$ cat config.mk
export PLATFORM = sky130hd
export DESIGN_NAME = rsi_indicator
export DESIGN_NICKNAME = d
export VERILOG_FILES = /design/src/rtl/rsi_pkg.sv /design/src/rtl/rsi_indicator.sv
export VERILOG_INCLUDE_DIRS = /design/src /design/src/rtl
export SDC_FILE = /design/constraint.sdc
export NUM_CORES = 2
export LEC_CHECK = 0
export BUFFER_PORTS_ARGS = -buffer_cell sky130_fd_sc_hd__buf_4
export CAP_MARGIN = 20
export CORE_UTILIZATION = 49
export CTS_CLUSTER_SIZE = 40
export DETAILED_ROUTE_END_ITERATION = 8
export PLACE_DENSITY_LB_ADDON = 0.1
export SLEW_MARGIN = 20
export SYNTH_ARGS = -nofsm -noshare
export SYNTH_HDL_FRONTEND = slang
export SYNTH_SLANG_ARGS = --single-unit
export TNS_END_PERCENT = 30
$ cat constraint.sdc
create_clock -name i_clk -period 21.7 [get_ports i_clk]
set_input_delay 4.34 -clock i_clk [delete_from_list [all_inputs] [get_ports i_clk]]
set_output_delay 4.34 -clock i_clk [all_outputs]
set_load 0.02 [all_outputs]
$ cat src/rtl/assert_macros.svh
// Assertion macros used by rsi_indicator
`ifndef ASSERT_MACROS_SVH
`define ASSERT_MACROS_SVH

// Same-cycle implication, disabled while reset is low
`define ASSERT_SAME(lbl, clk, rst_n, ante, cons) \
    lbl: assert property (@(posedge clk) disable iff (!(rst_n)) (ante) |-> (cons)) \
        else $error("assertion failed: same-cycle check");

// Next-cycle implication, disabled while reset is low
`define ASSERT_NEXT(lbl, clk, rst_n, ante, cons) \
    lbl: assert property (@(posedge clk) disable iff (!(rst_n)) (ante) |=> (cons)) \
        else $error("assertion failed: next-cycle check");

`endif

$ cat src/rtl/rsi_pkg.sv
// Types and constants of the relative strength index block
package rsi_pkg;

    // Width of the period register
    localparam int PERIOD_W = 10;

    // Width of the index result, full scale is 100.0 in units of 1/256
    localparam int RSI_W = 15;
    localparam logic [RSI_W-1:0] RSI_FULL = 15'd25600;

    // Sequencer states
    typedef enum logic [2:0] {
        ST_IDLE,
        ST_MUL,
        ST_ADDX,
        ST_DIV,
        ST_RPREP,
        ST_RDIV,
        ST_DONE
    } t_state;

endpackage

$ cat src/rtl/rsi_indicator.sv
// Wilder relative strength index over a stream of prices, bit-serial datapath
// Sequence per request: first and warm-up samples go straight to the done state; the initial
//   averages divide the sums by the period, smoothing first multiplies by period - 1 and adds
//   the change; then the index division runs unless the average loss is zero.
// A new request is taken only once the result has been loaded into the output register.
// Reset: synchronous, active low; period returns to 14 and all stream state clears.
`include "assert_macros.svh"

module rsi_indicator #(
    parameter int PRICE_WIDTH = 32,
    parameter int FRAC_BITS   = 16,
    parameter int MAX_PERIOD  = 1023
) (
    input  logic                          i_clk,
    input  logic                          i_rst_n,
    // configuration write
    input  logic                          i_cfg_we,
    input  logic [rsi_pkg::PERIOD_W-1:0]  i_cfg_wdata,
    // price requests
    input  logic                          i_valid,
    output logic                          o_ready,
    input  logic [PRICE_WIDTH-1:0]        i_price,
    // index results
    output logic                          o_valid,
    input  logic                          i_ready,
    output logic                          o_rsi_valid,
    output logic [rsi_pkg::RSI_W-1:0]     o_rsi_value
);

    localparam int PW     = rsi_pkg::PERIOD_W;
    localparam int RW     = rsi_pkg::RSI_W;
    localparam int AVG_W  = PRICE_WIDTH + FRAC_BITS;
    localparam int SUM_W  = PRICE_WIDTH + PW;
    localparam int DIV_W  = AVG_W + PW + 1;
    localparam int NUM_W  = AVG_W + RW;
    localparam int CNT_W  = $clog2(DIV_W + 1);

    // state and stream registers
    rsi_pkg::t_state    r_state, n_state;
    logic [PW-1:0]      r_period;
    logic [PW:0]        r_count;
    logic [PRICE_WIDTH-1:0] r_prev;
    logic [SUM_W-1:0]   r_gsum, r_lsum;
    logic [AVG_W-1:0]   r_avg_g, r_avg_l;

    // working registers
    logic [PRICE_WIDTH-1:0] r_up, r_dn;
    logic [DIV_W-1:0]   r_dq_g, r_dq_l;
    logic [PW-1:0]      r_rem_g, r_rem_l;
    logic [PW-1:0]      r_mbits;
    logic [CNT_W-1:0]   r_cnt;
    logic [AVG_W:0]     r_rrem;
    logic [AVG_W:0]     r_den;
    logic [RW-1:0]      r_nlo;
    logic               r_res_valid;
    logic [RW-1:0]      r_res_value;

    // output register
    logic               r_o_valid;
    logic               r_o_rsi_valid;
    logic [RW-1:0]      r_o_rsi_value;

    // control
    logic               w_accept;
    logic               w_load_out;
    logic               w_last;
    logic [PW-1:0]      w_p;
    logic               w_first, w_warm, w_init;
    logic [PRICE_WIDTH-1:0] w_up, w_dn;
    logic [SUM_W-1:0]   w_gsum, w_lsum;

    // datapath steps
    logic [PW:0]        w_tg, w_tl;
    logic               w_ge_g, w_ge_l;
    logic [DIV_W-1:0]   w_mac_g, w_mac_l;
    logic [NUM_W-1:0]   w_num;
    logic [AVG_W+1:0]   w_rt;
    logic               w_rge;

    // Clamp the period to the supported range, zero counts as one
    always_comb begin
        w_p = r_period;
        if (int'(r_period) > MAX_PERIOD) begin
            w_p = PW'(MAX_PERIOD);
        end
        if (w_p == '0) begin
            w_p = PW'(1);
        end
    end

    // Classify the request and form the price change
    always_comb begin
        w_first = (r_count == '0);
        w_warm  = (r_count <= {1'b0, w_p});
        w_init  = (r_count == {1'b0, w_p});
        if (i_price > r_prev) begin
            w_up = i_price - r_prev;
            w_dn = '0;
        end else begin
            w_up = '0;
            w_dn = r_prev - i_price;
        end
        w_gsum = r_gsum + SUM_W'(w_up);
        w_lsum = r_lsum + SUM_W'(w_dn);
    end

    // One restoring step per lane for division by the period
    always_comb begin
        w_tg   = {r_rem_g, r_dq_g[DIV_W-1]};
        w_tl   = {r_rem_l, r_dq_l[DIV_W-1]};
        w_ge_g = (w_tg >= {1'b0, w_p});
        w_ge_l = (w_tl >= {1'b0, w_p});
    end

    // One shift-add step of avg * (period - 1), multiplier bits MSB first
    always_comb begin
        w_mac_g = (r_dq_g << 1) + (r_mbits[PW-1] ? DIV_W'(r_avg_g) : '0);
        w_mac_l = (r_dq_l << 1) + (r_mbits[PW-1] ? DIV_W'(r_avg_l) : '0);
    end

    // Numerator for the index and one restoring step of its division;
    // full scale 25600 is 2^14 + 2^13 + 2^10, so scale by three shifted adds
    always_comb begin
        w_num = (NUM_W'(r_avg_g) << 14) + (NUM_W'(r_avg_g) << 13)
              + (NUM_W'(r_avg_g) << 10);
        w_rt  = {r_rrem, r_nlo[RW-1]};
        w_rge = (w_rt >= {1'b0, r_den});
    end

    assign w_last = (r_cnt == CNT_W'(1));

    // Next state
    always_comb begin
        n_state = r_state;
        case (r_state)
            rsi_pkg::ST_IDLE: begin
                if (w_accept) begin
                    if (w_first || (w_warm && !w_init)) begin
                        n_state = rsi_pkg::ST_DONE;
                    end else if (w_init) begin
                        n_state = rsi_pkg::ST_DIV;
                    end else begin
                        n_state = rsi_pkg::ST_MUL;
                    end
                end
            end
            rsi_pkg::ST_MUL: begin
                if (w_last) begin
                    n_state = rsi_pkg::ST_ADDX;
                end
            end
            rsi_pkg::ST_ADDX: begin
                n_state = rsi_pkg::ST_DIV;
            end
            rsi_pkg::ST_DIV: begin
                if (w_last) begin
                    n_state = rsi_pkg::ST_RPREP;
                end
            end
            rsi_pkg::ST_RPREP: begin
                if (r_avg_l == '0) begin
                    n_state = rsi_pkg::ST_DONE;
                end else begin
                    n_state = rsi_pkg::ST_RDIV;
                end
            end
            rsi_pkg::ST_RDIV: begin
                if (w_last) begin
                    n_state = rsi_pkg::ST_DONE;
                end
            end
            rsi_pkg::ST_DONE: begin
                if (w_load_out) begin
                    n_state = rsi_pkg::ST_IDLE;
                end
            end
            default: begin
                n_state = rsi_pkg::ST_IDLE;
            end
        endcase
    end

    // Handshake outputs of the sequencer
    always_comb begin
        o_ready    = (r_state == rsi_pkg::ST_IDLE);
        w_load_out = (r_state == rsi_pkg::ST_DONE) && (!r_o_valid || i_ready);
    end

    assign w_accept = i_valid && o_ready;

    // Advance the sequencer
    always_ff @(posedge i_clk) begin
        if (!i_rst_n) begin
            r_state <= rsi_pkg::ST_IDLE;
        end else begin
            r_state <= n_state;
        end
    end

    // Hold period and stream state; a period write starts a new stream
    always_ff @(posedge i_clk) begin
        if (!i_rst_n) begin
            r_period <= PW'(14);
            r_count  <= '0;
            r_prev   <= '0;
            r_gsum   <= '0;
            r_lsum   <= '0;
            r_avg_g  <= '0;
            r_avg_l  <= '0;
        end else if (i_cfg_we) begin
            r_period <= i_cfg_wdata;
            r_count  <= '0;
            r_prev   <= '0;
            r_gsum   <= '0;
            r_lsum   <= '0;
            r_avg_g  <= '0;
            r_avg_l  <= '0;
        end else begin
            if (w_accept) begin
                r_prev <= i_price;
                if (w_first) begin
                    r_count <= (PW+1)'(1);
                end else if (w_warm) begin
                    r_gsum  <= w_gsum;
                    r_lsum  <= w_lsum;
                    r_count <= r_count + (PW+1)'(1);
                end else begin
                    r_count <= {1'b0, w_p} + (PW+1)'(1);
                end
            end
            // drop the quotients into the averages on the final step
            if (r_state == rsi_pkg::ST_DIV && w_last) begin
                r_avg_g <= AVG_W'({r_dq_g[DIV_W-2:0], w_ge_g});
                r_avg_l <= AVG_W'({r_dq_l[DIV_W-2:0], w_ge_l});
            end
        end
    end

    // Working datapath, no reset needed
    always_ff @(posedge i_clk) begin
        case (r_state)
            rsi_pkg::ST_IDLE: begin
                r_up    <= w_up;
                r_dn    <= w_dn;
                r_rem_g <= '0;
                r_rem_l <= '0;
                r_res_valid <= 1'b0;
                r_res_value <= '0;
                if (w_init) begin
                    r_dq_g <= DIV_W'(w_gsum) << FRAC_BITS;
                    r_dq_l <= DIV_W'(w_lsum) << FRAC_BITS;
                    r_cnt  <= CNT_W'(DIV_W);
                end else begin
                    r_dq_g <= '0;
                    r_dq_l <= '0;
                    r_cnt  <= CNT_W'(PW);
                end
                r_mbits <= w_p - PW'(1);
            end
            rsi_pkg::ST_MUL: begin
                r_dq_g  <= w_mac_g;
                r_dq_l  <= w_mac_l;
                r_mbits <= r_mbits << 1;
                r_cnt   <= r_cnt - CNT_W'(1);
            end
            rsi_pkg::ST_ADDX: begin
                r_dq_g <= r_dq_g + (DIV_W'(r_up) << FRAC_BITS);
                r_dq_l <= r_dq_l + (DIV_W'(r_dn) << FRAC_BITS);
                r_cnt  <= CNT_W'(DIV_W);
            end
            rsi_pkg::ST_DIV: begin
                r_rem_g <= w_ge_g ? PW'(w_tg - {1'b0, w_p}) : PW'(w_tg);
                r_rem_l <= w_ge_l ? PW'(w_tl - {1'b0, w_p}) : PW'(w_tl);
                r_dq_g  <= {r_dq_g[DIV_W-2:0], w_ge_g};
                r_dq_l  <= {r_dq_l[DIV_W-2:0], w_ge_l};
                r_cnt   <= r_cnt - CNT_W'(1);
            end
            rsi_pkg::ST_RPREP: begin
                r_res_valid <= 1'b1;
                r_res_value <= '0;
                r_rrem <= {1'b0, w_num[NUM_W-1:RW]};
                r_nlo  <= w_num[RW-1:0];
                r_den  <= {1'b0, r_avg_g} + {1'b0, r_avg_l};
                r_cnt  <= CNT_W'(RW);
            end
            rsi_pkg::ST_RDIV: begin
                r_rrem <= w_rge ? (AVG_W+1)'(w_rt - {1'b0, r_den}) : (AVG_W+1)'(w_rt);
                r_nlo  <= {r_nlo[RW-2:0], w_rge};
                r_cnt  <= r_cnt - CNT_W'(1);
                if (w_last) begin
                    r_res_value <= {r_nlo[RW-2:0], w_rge};
                end
            end
            default: begin
                r_cnt <= r_cnt;
            end
        endcase
    end

    // Hold the result until the consumer takes it
    always_ff @(posedge i_clk) begin
        if (!i_rst_n) begin
            r_o_valid <= 1'b0;
        end else if (w_load_out) begin
            r_o_valid <= 1'b1;
        end else if (i_ready) begin
            r_o_valid <= 1'b0;
        end
    end

    always_ff @(posedge i_clk) begin
        if (w_load_out) begin
            r_o_rsi_valid <= r_res_valid;
            r_o_rsi_value <= r_res_value;
        end
    end

    assign o_valid     = r_o_valid;
    assign o_rsi_valid = r_o_rsi_valid;
    assign o_rsi_value = r_o_rsi_value;

    // Checks on the sequencer and the result path
    `ASSERT_SAME(a_invalid_zero, i_clk, i_rst_n, o_valid && !o_rsi_valid, o_rsi_value == '0)
    `ASSERT_SAME(a_full_scale, i_clk, i_rst_n, o_valid, o_rsi_value <= rsi_pkg::RSI_FULL)
    `ASSERT_SAME(a_count_bound, i_clk, i_rst_n, 1'b1, r_count <= ({1'b0, w_p} + (PW+1)'(1)))
    `ASSERT_NEXT(a_busy_after_req, i_clk, i_rst_n, w_accept, r_state != rsi_pkg::ST_IDLE)

endmodule
==> results_dict.tcl <==
set metrics [dict create \
    crit_path_end_kind "register" \
    yosys-top-cells-count "nand2_1, a21oi_1, ha_1, nor2_1, edfxtp_1" \
    numClockSinks 600 \
    p_int_w 0.00326 \
    hold_path_startpoint "r_res_value[3]" \
    tritoncts "built" \
    synth_seq_cells 600 \
    setup_violations 0 \
    crit_buf_inv 5 \
    ys_dominant_reg_cell "edfxtp_1" \
    clockPowerShare_pct 22.7 \
    finalPower_w 0.00566 \
    vias 45300 \
    crit_top_cell "buf_4" \
    hold_path_class "reg2reg" \
    p_sw_share_pct 42.3 \
    drc 0 \
    grt_usage_pct 28.8 \
    syn_area_per_cell_sq_um 8.31 \
    power.switching_w 0.00239 \
    final.setup_skew_ns 0.0247 \
    cp.arrival_ns 11.16 \
    cts-buffers-inserted 75 \
    crit_path_max_fanout 32 \
    setup.worst_path.start_class "primary input" \
    die_h_um 325 \
    num-nets-final 6616 \
    powerDensity_nw_per_um2 103 \
    io-pin-count 65 \
    clk_pin_slew_worst_paths_ns 0.06 \
    path_class "in2reg" \
    place.port_buffers 64 \
    start_util_pct 49.4 \
    cp.required_ns 22.07 \
    antenna_found_initial 1 \
    ys_warn_count 0 \
    grt_pass1_wl_mm 244 \
    drt_wl_total_mm 155 \
    syn_inst 6146 \
    hpwlAfterDp_mm 117 \
    clockBufferDepth 3 \
    wl_per_cell_um 20.8 \
    reg2reg_depth 28 \
    hold_buffers 0 \
    holdPathStages 0 \
    n_antenna_cell 0 \
    dp.cells 7346 \
    grt_setup_unrepaired "false" \
    finalMaxSlewViolations 0 \
    synth-edff-count 363 \
    leakagePower_nw 23.3 \
    grt.overflow.total 0 \
    syn_to_final_growth_pct 7.97 \
    tightest_slew_ns 1.08 \
    synth_top_cell_area_share_pct 21.3 \
    grt_pass1_vias 43700 \
    async_reset_ff_share_pct 0 \
    ctsRootBufferMaster "clkbuf_16" \
    max_stage_delay_ns 0.55 \
    synthesis.area_sq_um 51100 \
    dieWidth_um 325 \
    rr_endpoint "r_dq_g[56]" \
    holdPathEnd "o_rsi_value[3]" \
    post-route-min-period_ns 10.79 \
    cts_setup_buffers 0 \
    period_share_pct 49.7 \
    yosysMostFrequentCell "nand2_1" \
    dieArea_sq_um 106000 \
    synth_area_leaders "edfxtp_1, ha_1, dfxtp_1" \
    ff2ff_setup_slack_ns 14.42 \
    max-slew-margin-rel_pct 27.7 \
    crit_family "compound AO/OA/AOI/OAI gates" \
    htreeDepth 3 \
    via_per_inst 6.05 \
    final_cells 7485 \
    fin_setup_tns_ns 0 \
    grt_max_degree 91 \
    drv_cap 0 \
    ant_nets 0 \
    pwr-share-seq_pct 32.7 \
    outcome "complete, no violations" \
    n_fill_cell 9842 \
    hold_viol 0 \
    synth_nets 6719 \
    ys_seq_area_share_pct 30.6 \
    row_count 118 \
    ys_types 84 \
    synth_area_leader_cell "edfxtp_1" \
    fmax_mhz 92.7 \
    worst_ir_drop_vdd_uv 86.2 \
    drive_gt1_share_pct 4.82 \
    gp_congestion 0.970 \
    first_pass_iters 5 \
    dr.first_iter.drc_count 4147 \
    slowest_stage "o21ai_0" \
    clk_latency_ns 0.65 \
    power_frac_comb_pct 44.7 \
    r2r-start "r_prev[0]" \
    cts_resized 0 \
    placeableCoreArea_sq_um 103000 \
]
[layer usage]
layer | track usage, % | vias to the layer above | part of all wire, %
li1 | - | 22200 | -
met1 | 39.1 | 21500 | 45
met2 | 46.9 | 1369 | 45
met3 | 4.37 | 252 | 6.4
met4 | 9.11 | 0 | 3.0
met5 | 0 | - | 0
[worst reg2reg max path, delay by kind of cell, from the launching register on]
family	cells	cell delay (ns)
DFF	1	0.35
adders and majority gates	4	1.20
AOI/OAI and AO/OA	16	3.91
buffers and inverters	3	0.66
and+or+nand+nor	4	0.80
xor gates and xnor gates	1	0.10
[state kept, by name (all words and copies together), names as in the netlist, 42 cells and up]
| name | flops |
|---|---|
| r_dq_g | 59 |
| r_lsum | 42 |
| r_dq_l | 59 |
| r_rrem | 49 |
| r_avg_g | 48 |
| r_den | 49 |
| r_gsum | 42 |
| r_avg_l | 48 |
[per-stage QoR]
step / hold WS [ns] / util (%) / area [sq um] / setup slack [ns]
after CTS: 0.417 / 53.3 / 55100 / 11.06
after floorplan: 0.400 / - / 51100 / 11.55
after detailed placement: 0.405 / 50.9 / 52600 / 10.38
after global placement: 0.403 / 50.9 / 52600 / 10.57
final: 0.415 / 53.3 / 55100 / 10.91
after global routing: 0.418 / 53.3 / 55100 / 10.36
[worst max path at each step]
stage,slack [ns],from,cells after the start,to
floorplan,11.55,i_price[0],28,r_dq_g[46]
global placement,10.57,i_price[0],30,r_dq_g[46]
detailed placement,10.38,i_price[0],30,r_dq_g[56]
CTS,11.06,i_price[0],30,r_dq_g[56]
global route,10.36,i_price[0],30,r_dq_g[56]
finish,10.91,i_price[0],30,r_dq_g[56]
[layout by cell type (no fill, tap or decap), types with 34 or more instances in the layout]
cell / count
nand2_1: 733
a21oi_1: 709
ha_1: 469
nor2_1: 412
edfxtp_1: 363
o21ai_0: 345
a21o_1: 283
xnor2_1: 274
inv_1: 264
dfxtp_1: 237
xor2_1: 179
and2_1: 144
nand3_1: 129
nand4_1: 113
buf_4: 107
nor3_1: 85
clkbuf_16: 78
nor2b_1: 75
o21bai_1: 74
a211oi_1: 72
and3_1: 60
o21a_1: 60
nand2b_1: 58
a31oi_1: 57
fa_1: 57
o211ai_1: 49
nor4_1: 37
o31ai_1: 36
a222oi_1: 36
a221oi_1: 34
[power groups by stage]
stage	Clock (W)	Sequential, W	Combinational [W]
after detailed placement	0	0.00186	0.00248
final	0.00128	0.00185	0.00253
after global routing	0.00135	0.00188	0.00279
after CTS	0.00131	0.00184	0.00250
after floorplan	0	0.00178	0.00187
after global placement	0	0.00186	0.00247
[final cells by class]
class | count | area (sq um) | area share, %
Clock buffer | 106 | 2190 | 3.97
Tap cell | 1380 | 1730 | 3.13
Inverter | 266 | 1000 | 1.82
Multi-Input combinational cell | 4992 | 33500 | 60.7
Sequential cell | 600 | 15600 | 28.4
Clock inverter | 33 | 298 | 0.540
Timing Repair Buffer | 108 | 808 | 1.47
[cell families after synthesis]
| family | synth area share, % |
|---|---|
| AO/OA/AOI/OAI | 25.0 |
| AND/OR/NAND/NOR | 18.1 |
| flip-flops | 30.6 |
| buffers and inverters | 4.07 |
| adder cells (fa/ha/maj) | 13.7 |
| XOR/XNOR | 7.77 |
| multiplexers | 0.681 |
Note: power is estimated with default switching activity, not from simulation.
